==> src/rtl/core/gcbp_pkg.sv <==
// ----------------------------------------------------------------------------
// gcbp_pkg
// Shared types, constants and helpers of the glyph column byte packer.
// ----------------------------------------------------------------------------
package gcbp_pkg;

  localparam int BYTE_W          = 8;
  localparam int ROW_BUF_BYTES   = 32;
  localparam int ROW_BUF_IDX_W   = $clog2(ROW_BUF_BYTES);
  localparam int JOB_QUEUE_DEPTH = 2;
  localparam int CFG_INDEX_W     = 2;
  localparam int CFG_DATA_W      = 8;
  localparam int PHASE_W         = 3;
  localparam int JOB_BYTES       = 4;

  localparam logic [BYTE_W-1:0] PAIR_MASK = 8'h03;

  typedef enum logic [CFG_INDEX_W-1:0] {
    REG_VERTICAL_MODE = 2'd0,
    REG_DOUBLE_SIZE   = 2'd1,
    REG_COLUMN_PHASE  = 2'd2
  } cfg_reg_t;

  typedef enum logic [1:0] {
    CMD_PUSH   = 2'd0,
    CMD_FINISH = 2'd1
  } command_t;

  typedef enum logic [1:0] {
    JOB_VERT   = 2'd0,
    JOB_HORZ   = 2'd1,
    JOB_FINISH = 2'd2
  } job_kind_t;

  typedef struct packed {
    logic               vertical_mode;
    logic               double_size;
    logic [PHASE_W-1:0] column_phase;
  } cfg_t;

  typedef struct packed {
    job_kind_t                          kind;
    logic [JOB_BYTES-1:0][BYTE_W-1:0]   bytes;
  } job_t;

  function automatic logic [BYTE_W-1:0] widen_nibble(input logic [3:0] nib);
    logic [BYTE_W-1:0] r;
    r = '0;
    for (int k = 0; k < 4; k++) begin
      if (nib[k]) begin
        r = r | (PAIR_MASK << (2 * k));
      end
    end
    return r;
  endfunction

endpackage

==> src/rtl/core/gcbp_in_if.sv <==
// ----------------------------------------------------------------------------
// gcbp_in_if
// Input channel carrying one glyph column or a finish command.
// ----------------------------------------------------------------------------
interface gcbp_in_if;
  import gcbp_pkg::*;

  logic              valid;
  logic              ready;
  logic              command;
  logic [BYTE_W-1:0] first_font_byte;
  logic [BYTE_W-1:0] second_font_byte;

  modport source (output valid, output command, output first_font_byte,
                  output second_font_byte, input ready);
  modport sink   (input valid, input command, input first_font_byte,
                  input second_font_byte, output ready);
endinterface

==> src/rtl/core/gcbp_out_if.sv <==
// ----------------------------------------------------------------------------
// gcbp_out_if
// Result channel carrying one panel byte per transaction.
// ----------------------------------------------------------------------------
interface gcbp_out_if;
  import gcbp_pkg::*;

  logic              valid;
  logic              ready;
  logic [BYTE_W-1:0] panel_byte;
  logic              last;

  modport source (output valid, output panel_byte, output last, input ready);
  modport sink   (input valid, input panel_byte, input last, output ready);
endinterface

==> src/rtl/core/gcbp_cfg_if.sv <==
// ----------------------------------------------------------------------------
// gcbp_cfg_if
// Configuration write channel: register index and write data.
// ----------------------------------------------------------------------------
interface gcbp_cfg_if;
  import gcbp_pkg::*;

  logic                   valid;
  logic                   ready;
  logic [CFG_INDEX_W-1:0] reg_index;
  logic [CFG_DATA_W-1:0]  wr_data;

  modport source (output valid, output reg_index, output wr_data, input ready);
  modport sink   (input valid, input reg_index, input wr_data, output ready);
endinterface

==> src/rtl/core/gcbp_front.sv <==
// ----------------------------------------------------------------------------
// gcbp_front
// Holds the configuration registers and turns each input transaction into a
// job for the back end, widening nibbles for doubled vertical columns.
// ----------------------------------------------------------------------------
module gcbp_front (
  input  logic                        clk,
  input  logic                        rst_n,
  input  logic                        cfg_valid,
  input  logic [gcbp_pkg::CFG_INDEX_W-1:0] cfg_index,
  input  logic [gcbp_pkg::CFG_DATA_W-1:0]  cfg_data,
  input  logic                        in_valid,
  output logic                        in_ready,
  input  logic                        in_command,
  input  logic [gcbp_pkg::BYTE_W-1:0] in_first,
  input  logic [gcbp_pkg::BYTE_W-1:0] in_second,
  output logic                        job_valid,
  input  logic                        job_ready,
  output gcbp_pkg::job_t              job,
  output gcbp_pkg::cfg_t              cfg
);
  import gcbp_pkg::*;

  cfg_t cfg_r;
  cfg_t cfg_nxt;

  always_comb begin
    cfg_nxt = cfg_r;
    if (cfg_valid) begin
      unique case (cfg_index)
        REG_VERTICAL_MODE: cfg_nxt.vertical_mode = cfg_data[0];
        REG_DOUBLE_SIZE:   cfg_nxt.double_size   = cfg_data[0];
        REG_COLUMN_PHASE:  cfg_nxt.column_phase  = cfg_data[PHASE_W-1:0];
        default:           cfg_nxt = cfg_r;
      endcase
    end
  end

  always_ff @(posedge clk) begin
    if (!rst_n) begin
      cfg_r.vertical_mode <= 1'b1;
      cfg_r.double_size   <= 1'b0;
      cfg_r.column_phase  <= '0;
    end else begin
      cfg_r <= cfg_nxt;
    end
  end

  always_comb begin
    job.bytes    = '0;
    job.bytes[0] = in_first;
    job.bytes[1] = in_second;
    if ({1'b0, in_command} == CMD_FINISH) begin
      job.kind = JOB_FINISH;
    end else if (!cfg_r.vertical_mode) begin
      job.kind = JOB_HORZ;
    end else begin
      job.kind = JOB_VERT;
      if (cfg_r.double_size) begin
        job.bytes[0] = widen_nibble(in_first[7:4]);
        job.bytes[1] = widen_nibble(in_first[3:0]);
        job.bytes[2] = widen_nibble(in_second[7:4]);
        job.bytes[3] = widen_nibble(in_second[3:0]);
      end
    end
  end

  assign job_valid = in_valid;
  assign in_ready  = job_ready;
  assign cfg       = cfg_r;

endmodule

==> src/rtl/core/gcbp_queue.sv <==
// ----------------------------------------------------------------------------
// gcbp_queue
// Small job queue between the front end and the back end.
// ----------------------------------------------------------------------------
module gcbp_queue #(
  parameter int DEPTH = gcbp_pkg::JOB_QUEUE_DEPTH
) (
  input  logic           clk,
  input  logic           rst_n,
  input  logic           push_valid,
  output logic           push_ready,
  input  gcbp_pkg::job_t push_job,
  output logic           pop_valid,
  input  logic           pop_ready,
  output gcbp_pkg::job_t pop_job
);
  import gcbp_pkg::*;

  localparam int PTR_W = (DEPTH > 1) ? $clog2(DEPTH) : 1;
  localparam int CNT_W = $clog2(DEPTH + 1);

  job_t             mem_r [DEPTH];
  logic [PTR_W-1:0] wr_ptr_r, wr_ptr_nxt;
  logic [PTR_W-1:0] rd_ptr_r, rd_ptr_nxt;
  logic [CNT_W-1:0] cnt_r, cnt_nxt;
  logic             push_ok;
  logic             pop_ok;

  assign push_ready = (cnt_r != CNT_W'(DEPTH));
  assign pop_valid  = (cnt_r != '0);
  assign pop_job    = mem_r[rd_ptr_r];
  assign push_ok    = push_valid && push_ready;
  assign pop_ok     = pop_ready && pop_valid;

  always_comb begin
    wr_ptr_nxt = wr_ptr_r;
    rd_ptr_nxt = rd_ptr_r;
    cnt_nxt    = cnt_r;
    if (push_ok) begin
      wr_ptr_nxt = (wr_ptr_r == PTR_W'(DEPTH - 1)) ? '0 : wr_ptr_r + 1'b1;
    end
    if (pop_ok) begin
      rd_ptr_nxt = (rd_ptr_r == PTR_W'(DEPTH - 1)) ? '0 : rd_ptr_r + 1'b1;
    end
    unique case ({push_ok, pop_ok})
      2'b10:   cnt_nxt = cnt_r + 1'b1;
      2'b01:   cnt_nxt = cnt_r - 1'b1;
      default: cnt_nxt = cnt_r;
    endcase
  end

  always_ff @(posedge clk) begin
    if (!rst_n) begin
      wr_ptr_r <= '0;
      rd_ptr_r <= '0;
      cnt_r    <= '0;
    end else begin
      wr_ptr_r <= wr_ptr_nxt;
      rd_ptr_r <= rd_ptr_nxt;
      cnt_r    <= cnt_nxt;
    end
  end

  always_ff @(posedge clk) begin
    if (push_ok) begin
      mem_r[wr_ptr_r] <= push_job;
    end
  end

endmodule

==> src/rtl/core/gcbp_back.sv <==
// ----------------------------------------------------------------------------
// gcbp_back
// Carries out jobs: shifted vertical sending with carry bytes, transposition
// into the row buffer, and flushing of the row buffer one byte per cycle while the output is not stalled.
// ----------------------------------------------------------------------------
module gcbp_back (
  input  logic                        clk,
  input  logic                        rst_n,
  input  gcbp_pkg::cfg_t              cfg,
  input  logic                        job_valid,
  output logic                        job_ready,
  input  gcbp_pkg::job_t              job,
  output logic                        out_valid,
  input  logic                        out_ready,
  output logic [gcbp_pkg::BYTE_W-1:0] out_byte,
  output logic                        out_last
);
  import gcbp_pkg::*;

  typedef enum logic [2:0] {
    ST_IDLE  = 3'b001,
    ST_VSEND = 3'b010,
    ST_FLUSH = 3'b100
  } back_state_t;

  back_state_t                      state_r, state_nxt;
  logic [JOB_BYTES-1:0][BYTE_W-1:0] src_r, src_nxt;
  logic [2:0]                       idx_r, idx_nxt;
  logic                             pend_r, pend_nxt;
  logic [BYTE_W-1:0]                carry_r, carry_nxt;
  logic [2:0]                       row_cnt_r, row_cnt_nxt;
  logic [PHASE_W-1:0]               pos_r, pos_nxt;
  logic [ROW_BUF_IDX_W-1:0]         fidx_r, fidx_nxt;
  logic [BYTE_W-1:0]                buf_r [ROW_BUF_BYTES];
  logic [BYTE_W-1:0]                buf_nxt [ROW_BUF_BYTES];
  logic                             out_valid_r, out_valid_nxt;
  logic [BYTE_W-1:0]                out_byte_r, out_byte_nxt;
  logic                             out_last_r, out_last_nxt;

  logic                     slot_free;
  logic [2:0]               vend;
  logic [2:0]               row_len;
  logic [2:0]               row_cnt_inc;
  logic [ROW_BUF_IDX_W-1:0] fend;
  logic [PHASE_W-1:0]       pair_pos;
  logic [BYTE_W-1:0]        hmask;
  logic [PHASE_W-1:0]       hpos_nxt;
  logic [PHASE_W-1:0]       start_pos;
  logic [BYTE_W-1:0]        src_byte;
  logic [2:0]               neg_off;
  logic                     adv;
  logic                     fin;

  assign slot_free   = !out_valid_r || out_ready;
  assign vend        = cfg.double_size ? 3'd7 : 3'd1;
  assign row_len     = cfg.double_size ? 3'd4 : 3'd2;
  assign row_cnt_inc = row_cnt_r + 1'b1;
  assign fend        = cfg.double_size ? ROW_BUF_IDX_W'(ROW_BUF_BYTES - 1)
                                       : ROW_BUF_IDX_W'(ROW_BUF_BYTES / 2 - 1);
  assign pair_pos    = {pos_r[2:1], 1'b0};
  assign hmask       = cfg.double_size ? (PAIR_MASK << (3'd6 - pair_pos))
                                       : (8'h80 >> pos_r);
  assign hpos_nxt    = cfg.double_size ? pair_pos + 3'd2 : pos_r + 3'd1;
  assign start_pos   = cfg.double_size ? {cfg.column_phase[2:1], 1'b0}
                                       : cfg.column_phase;
  assign src_byte    = src_r[idx_r[1:0]];
  assign neg_off     = 3'd0 - cfg.column_phase;
  assign job_ready   = (state_r == ST_IDLE);

  always_comb begin
    state_nxt     = state_r;
    src_nxt       = src_r;
    idx_nxt       = idx_r;
    pend_nxt      = pend_r;
    carry_nxt     = carry_r;
    row_cnt_nxt   = row_cnt_r;
    pos_nxt       = pos_r;
    fidx_nxt      = fidx_r;
    buf_nxt       = buf_r;
    out_valid_nxt = out_valid_r && !out_ready;
    out_byte_nxt  = out_byte_r;
    out_last_nxt  = out_last_r;
    adv           = 1'b0;
    fin           = 1'b0;

    unique case (state_r)
      ST_IDLE: begin
        if (job_valid) begin
          unique case (job.kind)
            JOB_VERT: begin
              src_nxt   = job.bytes;
              idx_nxt   = '0;
              pend_nxt  = 1'b0;
              state_nxt = ST_VSEND;
            end
            JOB_HORZ: begin
              for (int c = 0; c < 8; c++) begin
                if (job.bytes[1][7-c]) begin
                  if (cfg.double_size) begin
                    buf_nxt[2*c]   = buf_r[2*c] | hmask;
                    buf_nxt[2*c+1] = buf_r[2*c+1] | hmask;
                  end else begin
                    buf_nxt[c] = buf_r[c] | hmask;
                  end
                end
                if (job.bytes[0][7-c]) begin
                  if (cfg.double_size) begin
                    buf_nxt[16+2*c] = buf_r[16+2*c] | hmask;
                    buf_nxt[17+2*c] = buf_r[17+2*c] | hmask;
                  end else begin
                    buf_nxt[8+c] = buf_r[8+c] | hmask;
                  end
                end
              end
              pos_nxt = hpos_nxt;
              if (hpos_nxt == '0) begin
                fidx_nxt  = '0;
                state_nxt = ST_FLUSH;
              end
            end
            JOB_FINISH: begin
              carry_nxt   = '0;
              row_cnt_nxt = '0;
              pos_nxt     = start_pos;
              if (!cfg.vertical_mode && pos_r != '0) begin
                fidx_nxt  = '0;
                state_nxt = ST_FLUSH;
              end else begin
                for (int i = 0; i < ROW_BUF_BYTES; i++) begin
                  buf_nxt[i] = '0;
                end
              end
            end
            default: state_nxt = ST_IDLE;
          endcase
        end
      end
      ST_VSEND: begin
        if (slot_free) begin
          out_valid_nxt = 1'b1;
          if (pend_r) begin
            out_byte_nxt = carry_r;
            carry_nxt    = '0;
            row_cnt_nxt  = '0;
            pend_nxt     = 1'b0;
            adv          = 1'b1;
          end else if (cfg.column_phase == '0) begin
            out_byte_nxt = src_byte;
            adv          = 1'b1;
          end else begin
            out_byte_nxt = carry_r | (src_byte >> cfg.column_phase);
            carry_nxt    = src_byte << neg_off;
            row_cnt_nxt  = row_cnt_inc;
            if (row_cnt_inc >= row_len) begin
              pend_nxt = 1'b1;
            end else begin
              adv = 1'b1;
            end
          end
          fin          = adv && (idx_r == vend);
          out_last_nxt = fin;
          if (fin) begin
            state_nxt = ST_IDLE;
          end else if (adv) begin
            idx_nxt = idx_r + 1'b1;
          end
        end
      end
      ST_FLUSH: begin
        if (slot_free) begin
          out_valid_nxt = 1'b1;
          out_byte_nxt  = buf_r[fidx_r];
          out_last_nxt  = (fidx_r == fend);
          if (fidx_r == fend) begin
            state_nxt = ST_IDLE;
            for (int i = 0; i < ROW_BUF_BYTES; i++) begin
              buf_nxt[i] = '0;
            end
          end else begin
            fidx_nxt = fidx_r + 1'b1;
          end
        end
      end
      default: state_nxt = ST_IDLE;
    endcase
  end

  always_ff @(posedge clk) begin
    if (!rst_n) begin
      state_r     <= ST_IDLE;
      pend_r      <= 1'b0;
      carry_r     <= '0;
      row_cnt_r   <= '0;
      pos_r       <= '0;
      out_valid_r <= 1'b0;
      for (int i = 0; i < ROW_BUF_BYTES; i++) begin
        buf_r[i] <= '0;
      end
    end else begin
      state_r     <= state_nxt;
      pend_r      <= pend_nxt;
      carry_r     <= carry_nxt;
      row_cnt_r   <= row_cnt_nxt;
      pos_r       <= pos_nxt;
      out_valid_r <= out_valid_nxt;
      buf_r       <= buf_nxt;
    end
  end

  always_ff @(posedge clk) begin
    src_r      <= src_nxt;
    idx_r      <= idx_nxt;
    fidx_r     <= fidx_nxt;
    out_byte_r <= out_byte_nxt;
    out_last_r <= out_last_nxt;
  end

  assign out_valid = out_valid_r;
  assign out_byte  = out_byte_r;
  assign out_last  = out_last_r;

endmodule

==> src/rtl/core/glyph_column_byte_packer.sv <==
// ----------------------------------------------------------------------------
// glyph_column_byte_packer
// Packs 16-pixel glyph columns into panel bytes, vertically with shifting or
// transposed through a row buffer.
//
//   Channel  Direction  Carries
//   in_ch    sink       command, first_font_byte, second_font_byte
//   out_ch   source     panel_byte, last
//   cfg_ch   sink       reg_index, wr_data (always ready)
//
// A vertical column produces 2 to 10 bytes at one byte per cycle from the
// output register when the output is not stalled; a horizontal column is ORed
// into the row buffer, and a completed or finished row buffer flushes 16 or 32
// bytes. Up to QUEUE_DEPTH jobs wait between the input and the executing back
// end, so input is still taken while the output stalls, until the queue is full.
// Reset clears the row buffer, carry and position and restores config defaults.
// ----------------------------------------------------------------------------
module glyph_column_byte_packer #(
  parameter int QUEUE_DEPTH = gcbp_pkg::JOB_QUEUE_DEPTH
) (
  input  logic              clk,
  input  logic              rst_n,
  gcbp_in_if.sink           in_ch,
  gcbp_out_if.source        out_ch,
  gcbp_cfg_if.sink          cfg_ch
);
  import gcbp_pkg::*;

  cfg_t cfg;
  job_t front_job;
  job_t back_job;
  logic front_valid;
  logic front_ready;
  logic back_valid;
  logic back_ready;

  assign cfg_ch.ready = 1'b1;

  gcbp_front u_front (
    .clk       (clk),
    .rst_n     (rst_n),
    .cfg_valid (cfg_ch.valid),
    .cfg_index (cfg_ch.reg_index),
    .cfg_data  (cfg_ch.wr_data),
    .in_valid  (in_ch.valid),
    .in_ready  (in_ch.ready),
    .in_command(in_ch.command),
    .in_first  (in_ch.first_font_byte),
    .in_second (in_ch.second_font_byte),
    .job_valid (front_valid),
    .job_ready (front_ready),
    .job       (front_job),
    .cfg       (cfg)
  );

  gcbp_queue #(
    .DEPTH(QUEUE_DEPTH)
  ) u_queue (
    .clk       (clk),
    .rst_n     (rst_n),
    .push_valid(front_valid),
    .push_ready(front_ready),
    .push_job  (front_job),
    .pop_valid (back_valid),
    .pop_ready (back_ready),
    .pop_job   (back_job)
  );

  gcbp_back u_back (
    .clk      (clk),
    .rst_n    (rst_n),
    .cfg      (cfg),
    .job_valid(back_valid),
    .job_ready(back_ready),
    .job      (back_job),
    .out_valid(out_ch.valid),
    .out_ready(out_ch.ready),
    .out_byte (out_ch.panel_byte),
    .out_last (out_ch.last)
  );

endmodule

==> src/flat_wrapper.sv <==
// flat-port wrapper written by rule: the top's interface ports become plain ports
module glyph_column_byte_packer_flat import gcbp_pkg::*;
#(
  parameter int QUEUE_DEPTH = gcbp_pkg::JOB_QUEUE_DEPTH
)
  (clk, rst_n, in_ch_valid, in_ch_command, in_ch_first_font_byte, in_ch_second_font_byte, in_ch_ready, out_ch_valid, out_ch_panel_byte, out_ch_last, out_ch_ready, cfg_ch_valid, cfg_ch_reg_index, cfg_ch_wr_data, cfg_ch_ready);
  gcbp_in_if in_ch_i ();
  gcbp_out_if out_ch_i ();
  gcbp_cfg_if cfg_ch_i ();
  input  logic clk;
  input  logic rst_n;
  input wire logic [$bits(in_ch_i.valid)-1:0] in_ch_valid;
  input wire logic [$bits(in_ch_i.command)-1:0] in_ch_command;
  input wire logic [$bits(in_ch_i.first_font_byte)-1:0] in_ch_first_font_byte;
  input wire logic [$bits(in_ch_i.second_font_byte)-1:0] in_ch_second_font_byte;
  output wire logic [$bits(in_ch_i.ready)-1:0] in_ch_ready;
  output wire logic [$bits(out_ch_i.valid)-1:0] out_ch_valid;
  output wire logic [$bits(out_ch_i.panel_byte)-1:0] out_ch_panel_byte;
  output wire logic [$bits(out_ch_i.last)-1:0] out_ch_last;
  input wire logic [$bits(out_ch_i.ready)-1:0] out_ch_ready;
  input wire logic [$bits(cfg_ch_i.valid)-1:0] cfg_ch_valid;
  input wire logic [$bits(cfg_ch_i.reg_index)-1:0] cfg_ch_reg_index;
  input wire logic [$bits(cfg_ch_i.wr_data)-1:0] cfg_ch_wr_data;
  output wire logic [$bits(cfg_ch_i.ready)-1:0] cfg_ch_ready;
  assign in_ch_i.valid = in_ch_valid;
  assign in_ch_i.command = in_ch_command;
  assign in_ch_i.first_font_byte = in_ch_first_font_byte;
  assign in_ch_i.second_font_byte = in_ch_second_font_byte;
  assign in_ch_ready = in_ch_i.ready;
  assign out_ch_valid = out_ch_i.valid;
  assign out_ch_panel_byte = out_ch_i.panel_byte;
  assign out_ch_last = out_ch_i.last;
  assign out_ch_i.ready = out_ch_ready;
  assign cfg_ch_i.valid = cfg_ch_valid;
  assign cfg_ch_i.reg_index = cfg_ch_reg_index;
  assign cfg_ch_i.wr_data = cfg_ch_wr_data;
  assign cfg_ch_ready = cfg_ch_i.ready;
  glyph_column_byte_packer #(.QUEUE_DEPTH(QUEUE_DEPTH)) u_core (.clk(clk), .rst_n(rst_n), .in_ch(in_ch_i), .out_ch(out_ch_i), .cfg_ch(cfg_ch_i));
endmodule
==> config.mk <==
export PLATFORM = sky130hd
export DESIGN_NAME = glyph_column_byte_packer_flat
export DESIGN_NICKNAME = d
export VERILOG_FILES = /design/src/rtl/core/gcbp_pkg.sv /design/src/rtl/core/gcbp_in_if.sv /design/src/rtl/core/gcbp_out_if.sv /design/src/rtl/core/gcbp_cfg_if.sv /design/src/rtl/core/gcbp_front.sv /design/src/rtl/core/gcbp_queue.sv /design/src/rtl/core/gcbp_back.sv /design/src/rtl/core/glyph_column_byte_packer.sv /design/src/flat_wrapper.sv
export SDC_FILE = /design/constraint.sdc
export NUM_CORES = 1
export LEC_CHECK = 0
export BUFFER_PORTS_ARGS = -buffer_cell sky130_fd_sc_hd__buf_2
export CAP_MARGIN = 20
export CORE_MARGIN = 10
export CORE_UTILIZATION = 50
export DETAILED_ROUTE_END_ITERATION = 6
export GPL_TIMING_DRIVEN = 0
export PLACE_DENSITY = 0.68
export RECOVER_POWER = 50
export SLEW_MARGIN = 40
export SYNTH_ARGS = -nofsm -noshare
export SYNTH_HDL_FRONTEND = slang
export SYNTH_SLANG_ARGS = --single-unit
==> constraint.sdc <==
create_clock -name clk -period 8 [get_ports clk]
set_clock_uncertainty 0.05 [all_clocks]
set_input_delay 1.6 -clock clk [delete_from_list [all_inputs] [get_ports clk]]
set_output_delay 1.6 -clock clk [all_outputs]
set_load 0.005 [all_outputs]
Word level (Yosys, flattened, before mapping)
Memories as Yosys holds them, arrays and structs flattened. A register that Yosys moved wholly into a read port is not among the register bits.
Cells that the tools add are included.
{"block": "totals", "ff_bits": 333, "latch_bits": 0, "ramBits": 68, "mem_bits_ro": 0, "inputBits": 32, "output_inout_bits": 12, "wordCells": 347, "n_memories": 1}
{"name": "u_core.u_queue.mem_r", "words": 2, "word_bits": 34, "read_ports": 1, "rd_clocked_by_memory_dff": 1, "wr": 1, "line_no": "gcbp_queue.sv:22", "rtl": "job_t mem_r [DEPTH];"}
{"block": "op_classes", "add_sub_neg": 11, "mul": 0, "div": 0, "magnitude_cmp": 3, "eq_ne": 37, "shifts": 4, "muxes": 163, "n_bitwise": 34, "reduce_logical": 42}
{"cell": "256-bit two-way mux", "count": 4}
{"cell": "256-bit case mux with 2 select lines", "count": 2}
{"cell": "16-bit two-way mux", "count": 30}
{"cell": "8-bit two-way mux", "count": 47}
{"cell": "8-bit OR", "count": 33}
{"cell": "32-bit two-way mux", "count": 3}
{"cell": "8-bit AND reduction", "count": 8}
{"cell": "3-bit two-way mux", "count": 20}
{"cell": "3-bit inequality test, second input constant", "count": 14}
{"cell": "8-bit binary-select mux with 5-bit select", "count": 1}
{"cell": "8-bit case mux with 2 select lines", "count": 2}
{"cell": "5-bit two-way mux", "count": 6}
{"cell": "24-bit two-way mux", "count": 1}
{"cell": "6-bit two-way mux", "count": 4}
{"cell": "1-bit two-way mux", "count": 23}
{"cell": "2-bit inequality test, second input constant", "count": 11}
{"cell": "7-bit AND reduction", "count": 3}
{"cell": "5-bit case mux with 2 select lines", "count": 2}
{"cell": "3-bit case mux with 2 select lines", "count": 3}
{"cell": "3-bit case mux with 3 select lines", "count": 2}
{"cell": "8-bit binary-select mux with 2-bit select", "count": 1}
{"cell": "4-bit two-way mux", "count": 4}
{"cell": "6-bit AND reduction", "count": 2}
{"cell": "2-bit nonzero test", "count": 6}
{"cell": "38 further kinds", "count": 62}

Logic depth before layout (Yosys ltp)
Gate-level depths: netlist of run 1.
{"block": "depth", "word_depth": 13, "ltp_mapped": 15, "ltp_nobuf": 9}

Modules after synthesis
From an unflattened synthesis of run 1, not the netlist that was laid out.
{"block": "hier_totals", "cells_unflattened": 1727, "hier_area_um2": 19050.8}
{"module": "gcbp_back", "instances": 1, "cells_each": 1532, "area_per_inst_um2": 15735.1}
{"module": "gcbp_queue", "instances": 1, "cells_each": 130, "area_per_inst_um2": 2680.1}
{"module": "gcbp_front", "instances": 1, "cells_each": 63, "area_per_inst_um2": 624.3}
{"module": "glyph_column_byte_packer", "instances": 1, "cells_each": 2, "area_per_inst_um2": 11.3}

Worst setup path before layout of run 1
No wires, ideal clock.
{"block": "synth_path", "path_type": "flip-flop to flip-flop", "startpoint": "reg (tool-made name)", "endpoint": "reg u_core.u_back.buf_r[74] (netlist bit)", "setup_ns": 0.115, "arrival_ns": 3.259, "setup_slack_ns": 4.576, "path_stages_with_launch": 16, "n_path_buf": 7, "period_less_slack_ns": 3.424, "cell_sequence": "dfxtp_1 buf_2 buf_4 buf_1 mux2i_1 inv_1 ha_1 clkbuf_1 a31oi_1 nor2_1 or3_1 buf_6 buf_6 o31a_4 buf_6 o21a_1"}
{"item": "to (signal assigned)", "line_no": "gcbp_back.sv:206", "rtl": "buf_r <= buf_nxt;"}
{"item": "to (decl)", "line_no": "gcbp_back.sv:34", "rtl": "logic [BYTE_W-1:0] buf_r [ROW_BUF_BYTES];"}

==> flow_summary.json, run 1 <==
{
  "outcome": "completed",
  "clock-sinks": 378,
  "dp_hpwl_mm": 37.6,
  "synth_fp_nets": 1647,
  "syn_inst": 1593,
  "start_kind": "flip-flop",
  "fp.dieH_um": 205,
  "ys_ff_latch": 378,
  "finalSetupViolCount": 0,
  "via_count": 13500,
  "max-slew-margin-rel": 0.157,
  "post_cts.repair.setup_buffers": 0,
  "crit_top_cell": "clkbuf_1",
  "yosys_warnings": 0,
  "die_w_um": 205,
  "cts_buffers": 41,
  "cp_cell_sequence": "clkbuf_1 > clkbuf_1 > clkbuf_1 > mux2i_1 > ha_1 > clkbuf_1 > a31oi_1 > nor2_1 > or3_1 > clkbuf_1 > clkbuf_1 > clkbuf_1 > nor3_1 > o21a_1",
  "cts_tree": "done",
  "grt_pass1_wl_mm": 80.0,
  "grtUsageTotal": 0.249,
  "drtIter0Drc": 1505,
  "ir_drop_uv": 166,
  "final_layout_size_suffix_gt1_frac": 0.146,
  "period_share": 0.713,
  "crit_path_max_incr_delay_ns": 0.61,
  "fp.coreArea_mm2": 0.0336,
  "post_drt_wl_per_cell_um": 24.2,
  "ant_nets": 0,
  "dpl_worst_slack_ns": 3.43,
  "drt_pass1_iterations": 6,
  "finalWirelength_mm": 52.1,
  "gp_congestion": 0.978,
  "n_antenna_cell": 0,
  "dieArea_mm2": 0.0419,
  "drc": 0,
  "start_util": 0.507,
  "critPathRequiredTime_ns": 8.38,
  "holdWs_ns": 0.407,
  "timing.final.ws_setup_ns": 2.30,
  "slew_viol_final": 0,
  "grt_max_degree": 27,
  "antenna_found_initial": 0,
  "leakage_nw": 6.97,
  "slowest_stage": "clkbuf_1",
  "crit_type": "flip-flop to flip-flop",
  "powerDensity_mw_per_mm2": 332,
  "worstMarginPinSlew_ns": 1.23,
  "synthArstFlopShare": 0,
  "num-fill-cells": 2936,
  "areaGrowthSynthToFinish_pct": 12.6,
  "clock_latency_ns": 0.54,
  "rsz0062_at_grt": "no",
  "cts_resized": 0,
  "finalCriticalPeriod_ns": 5.70,
  "crit_arrival_ns": 6.09,
  "tns_ns": 0,
  "pin_count": 44,
  "yosys_most_used_dff": "dfxtp_1",
  "cts.path.max_buffers": 3,
  "drv_cap": 0,
  "syn_area_mm2": 0.0170,
  "clk_pin_slew_ns": 0.06,
  "regArea_mm2": 0.00850,
  "synth_edf_count": 93,
  "worstPathMaxFanout": 10,
  "gr-total-overflow": 0,
  "final_cell_mix": "dfxtp_1 (285), nor2_1 (166), o21a_1 (133), o21ai_0 (116), nand2_1 (112)",
  "ys_types": 63,
  "holdBufCountCts": 0,
  "hold_class": "flip-flop to flip-flop",
  "syn_area_per_cell_um2": 10.7,
  "endpoint_kind": "flip-flop",
  "vias_per_cell": 6.27,
  "final_common_cell": "dfxtp_1",
  "io_buffers": 37,
  "multi_input_area_mm2": 0.00795,
  "num_rows": 67,
  "path_delay_family": "buffers and inverters",
  "synth-seq-area-share": 0.499,
  "critPathBufInv": 7,
  "cts_root_buf": "clkbuf_16",
  "nets": 1730,
  "finalHoldViolCount": 0,
  "fmax_ghz": 0.175,
  "grt_pass1_vias": 13100,
  "htreeDepth": 2
}
[area by class of cell]
cell class / count / share of cell area
plain buffers: 103 / 0.0243
repair buffers: 40 / 0.00952
clock buffers: 62 / 0.0629
multi-input cells: 1078 / 0.414
flip-flops and latches: 378 / 0.443
well taps: 448 / 0.0292
clock inverters: 14 / 0.0102
inverters: 34 / 0.00665
[state kept, by name, indices dropped and copies added, names as in the netlist, 2 cells and up, named ones only]
signal,count
u_core.u_back.buf_r,256
u_core.u_queue.mem_r,52
u_core.u_back.src_r,24
u_core.u_back.carry_r,8
u_core.u_back.out_byte,8
u_core.u_back.fidx_r,5
u_core.u_front.cfg,5
u_core.u_back.idx_r,3
u_core.u_back.pos_r,3
u_core.u_back.row_cnt_r,3
u_core.u_back.state_r,3
u_core.u_queue.cnt_r,2
[path summary, 6_finish.rpt]
path | start | to | slack, ns | depth (start not counted)
max | flip-flop | u_core.u_back.buf_r[114] | 2.30 | 14
min | u_core.u_back.buf_r[106] | u_core.u_back.buf_r[106] | 0.41 | 1
max reg2reg | flip-flop | u_core.u_back.buf_r[114] | 2.30 | 14
min reg2reg | u_core.u_back.buf_r[106] | u_core.u_back.buf_r[106] | 0.41 | 1
[synth_stat cells (all sizes together) (10+ instances only)]
library cell | n | area [um2]
nor2 | 167 | 627
buf | 52 | 293
and2 | 18 | 113
nor3 | 69 | 345
nand2b | 10 | 62.6
o21a | 133 | 998
mux4 | 92 | 2080
mux2i | 35 | 350
nand2 | 113 | 427
inv | 31 | 116
o31a | 18 | 190
ha | 22 | 275
edfxtp | 93 | 2790
clkbuf | 51 | 191
dfxtp | 285 | 5710
nor2b | 12 | 75.1
o21ai | 116 | 581
a31oi | 28 | 175
a21oi | 124 | 651
nor3b | 21 | 158
[routing by layer]
layer	GRT usage	vias to the layer above	routed length [um]
li1	-	6041	-
met1	0.341	6671	22000
met2	0.376	653	23000
met4	0.101	0	2180
met3	0.0528	158	4940
met5	0	-	0
[through the flow]
step	cell area (um2)	total power, mW	utilization	cells
after floorplan	17000	3.67	-	1593
after global placement	17800	4.36	0.529	2078
after detailed placement	17900	4.42	0.533	2081
after CTS	19300	6.37	0.574	2157
after global routing	19200	6.62	0.571	2157
final	19200	6.37	0.571	2157
[cells by family (layout without fill, tap and decap cells)]
group                      count (synthesis)  in the layout  share of synthesized area
adders and majority gates                 22             22                     0.0162
and+or+nand+nor                          438            438                      0.118
AOI/OAI and AO/OA                        472            472                      0.178
buffers and inverters                    137            253                     0.0359
xor gates and xnor gates                   9              9                    0.00463
other                                      1              1                   0.000220
DFF                                      378            378                      0.499
muxes                                    136            136                      0.149
[report_power, final]
| part | internal [mW] | switching (mW) |
|---|---|---|
| combinational | 0.631 | 1.45 |
| sequential | 2.20 | 0.112 |
| clock | 1.20 | 0.769 |
| total | 4.04 | 2.34 |
Power figures use the tool's default switching activity.
==> run 2, diff against run 1 <==
ABC_AREA = 1   (was not set)
PLACE_DENSITY = 0.71   (was 0.68)
clock period = 5.1 ns   (was 8 ns; I/O delays follow)
==> flow_summary.json, run 2 <==
{
  "outcome": "complete, but fails checks",
  "violations": "design-rule violations, max-capacitance violations, max-slew violations",
  "finalNonFillerCells": 2987,
  "clock-sinks": 378,
  "ys_types": 44,
  "dpl_worst_slack_ns": 1.31,
  "largestRegisters": "u_core.u_back.buf_r (256), u_core.u_queue.mem_r (52), u_core.u_back.src_r (24)",
  "hold_end": "u_core.u_back.buf_r[221]",
  "crit_arrival_ns": 4.51,
  "synth_compound_area_frac": 0.224,
  "worstPathMaxFanout": 10,
  "syn_area_per_cell_um2": 7.57,
  "finalCriticalPeriod_ns": 4.06,
  "cts_tree": "done",
  "p_clk_frac": 0.238,
  "place_area_mm2": 0.0191,
  "drv_cap": 7,
  "synth_fa_ha_area_frac": 0.0151,
  "synth.area.mux_share": 0,
  "drt_pass1_iterations": 7,
  "grt_pass1_vias": 16300,
  "max-slew-margin-rel": -0.133,
  "start_util": 0.510,
  "holdBufCountCts": 0,
  "final_layout_size_suffix_gt1_frac": 0.0772,
  "clk_pin_slew_ns": 0.06,
  "synth_fp_nets": 2467,
  "postLayoutCellArea_mm2": 0.0203,
  "rsz0062_at_grt": "no",
  "areaGrowthSynthToFinish_pct": 10.9,
  "nets": 2551,
  "finalHoldViolCount": 0,
  "io_buffers": 37,
  "synth_simple_gate_area_share": 0.183,
  "die_w_um": 211,
  "timing.final.ws_setup_ns": 1.04,
  "num_rows": 69,
  "ant_nets": 0,
  "ff2ff_path_depth": 17,
  "final_util": 0.566,
  "largest_reg_flops": 256,
  "p_switching_mw": 5.92,
  "vias_per_cell": 5.93,
  "dieArea_mm2": 0.0446,
  "worstMarginPinSlew_ns": 1.68,
  "fp.coreArea_mm2": 0.0358,
  "drc": 2,
  "synth_xor_area_frac": 0.00144,
  "worstHoldStart": "u_core.u_back.buf_r[221]",
  "gp_congestion": 1.01,
  "grt_pass1_wl_mm": 94.8,
  "cts_buffers": 41,
  "final_cell_mix": "nand2_1 (450), inv_1 (354), dfxtp_1 (285), a21oi_1 (282), o21ai_0 (262)",
  "holdWs_ns": 0.394,
  "antenna_found_initial": 2,
  "yosys_warnings": 0,
  "synthTopCellsByCount": "nand2_1 (450), inv_1 (353), dfxtp_1 (285)",
  "synth_top_area_frac": 0.312,
  "gr-total-overflow": 0,
  "finalWirelength_mm": 63.7,
  "swShare": 0.468,
  "crit_type": "flip-flop to flip-flop",
  "p_total_mw": 12.6,
  "start_kind": "flip-flop",
  "htreeDepth": 2,
  "drtIter0Drc": 2474,
  "ys_top_cells_by_area": "dfxtp_1 (31%), edfxtp_1 (15%), nand2_1 (9.2%)",
  "post_drt_wl_per_cell_um": 21.3,
  "via_count": 17700,
  "synth_top_family_by_area": "compound AO/OA/AOI/OAI gates",
  "n_antenna_cell": 0,
  "synth-seq-area-share": 0.465,
  "finalSetupViolCount": 0,
  "grtUsageTotal": 0.277,
  "period_share": 0.795,
  "largest-register": "u_core.u_back.buf_r",
  "cts_resized": 0,
  "slew_viol_final": 60,
  "critPathRequiredTime_ns": 5.55,
  "synth_most_common_cell": "nand2_1",
  "syn_inst": 2413,
  "num-fill-cells": 3364,
  "powerDensity_mw_per_mm2": 624,
  "r2r_end": "u_core.u_back.buf_r[228]",
  "hold_depth": 2,
  "final_common_cell": "nand2_1",
  "power_frac_comb": 0.465,
  "internal_power_mw": 6.73,
  "grt_max_degree": 23,
  "power.share.sequential": 0.297,
  "cts.path.max_buffers": 3,
  "post_cts.repair.setup_buffers": 0,
  "synth_edf_count": 93,
  "yosysTopAreaCell": "dfxtp_1",
  "ys_ff_latch": 378,
  "fmax_ghz": 0.247,
  "dp_cells": 2915,
  "synthArstFlopShare": 0,
  "endpoint_kind": "flip-flop",
  "leakage_nw": 7.70,
  "hold_class": "flip-flop to flip-flop",
  "syn_area_mm2": 0.0183,
  "pin_count": 44,
  "fp.dieH_um": 211,
  "cts_root_buf": "clkbuf_16",
  "r2r_slack_ns": 1.04,
  "yosys_most_used_dff": "dfxtp_1",
  "clock_latency_ns": 0.58,
  "dp_hpwl_mm": 45.4,
  "tns_ns": 0,
  "ir_drop_uv": 326
}
-- run 2: cell type report --
cell class | instances | area [um2] | share of cell area
inverter | 373 | 1400 | 0.0692
tap | 461 | 577 | 0.0285
timing repair buffer | 41 | 185 | 0.00914
buffer | 135 | 629 | 0.0310
clock inverter | 16 | 169 | 0.00833
sequential | 378 | 8500 | 0.419
multi-input combinational | 1527 | 7650 | 0.377
clock buffer | 56 | 1160 | 0.0574
-- run 2: logic make-up (layout without fill, tap and decap cells) --
| group | Yosys count | in the layout |
|---|---|---|
| simple gates | 782 | 782 |
| compound gates | 719 | 719 |
| buf+inv | 508 | 621 |
| flops | 378 | 378 |
| fa+ha+maj | 22 | 22 |
| xor+xnor | 3 | 3 |
| other cells | 1 | 1 |
-- run 2: worst max path at each step --
stage	from	to	slack, ns
5_1_grt	flip-flop	u_core.u_back.buf_r[107]	0.65
2_1_floorplan	flip-flop	u_core.u_back.fidx_r[0]	1.83
6_report	flip-flop	u_core.u_back.buf_r[228]	1.04
3_5_place_dp	flip-flop	u_core.u_back.buf_r[15]	1.31
3_3_place_gp	flip-flop	u_core.u_back.fidx_r[0]	0.55
4_1_cts	flip-flop	u_core.u_back.buf_r[216]	1.24
-- run 2: critical path, stage by stage (launching register included) --
cell      delay [ns]
dfxtp_1         0.35
buf_6           0.15
clkbuf_1        0.36
clkbuf_1        0.43
o21ai_0         0.30
inv_1           0.16
ha_1            0.15
clkbuf_1        0.31
nor2_1          0.12
nand2_1         0.10
nand2_1         0.06
nor2_1          0.08
nand2_1         0.19
inv_1           0.15
clkbuf_1        0.36
buf_2           0.39
nand2_1         0.12
a21oi_1         0.15
-- run 2: layer usage --
layer | part of all wire | global-route usage | wire, um
met5 | 0.00031 | 0 | 20
met4 | 0.060 | 0.172 | 3830
met3 | 0.11 | 0.0634 | 7200
met2 | 0.43 | 0.410 | 27300
met1 | 0.40 | 0.362 | 25400
-- run 2: power groups by stage --
stage	sequential [mW]	combinational [mW]	clock, mW
6_report	3.76	5.87	3.02
5_1_grt	3.79	6.22	3.16
4_1_cts	3.75	5.72	3.04
3_5_place_dp	3.81	5.70	0
3_3_place_gp	3.80	5.57	0
2_1_floorplan	3.76	3.59	0
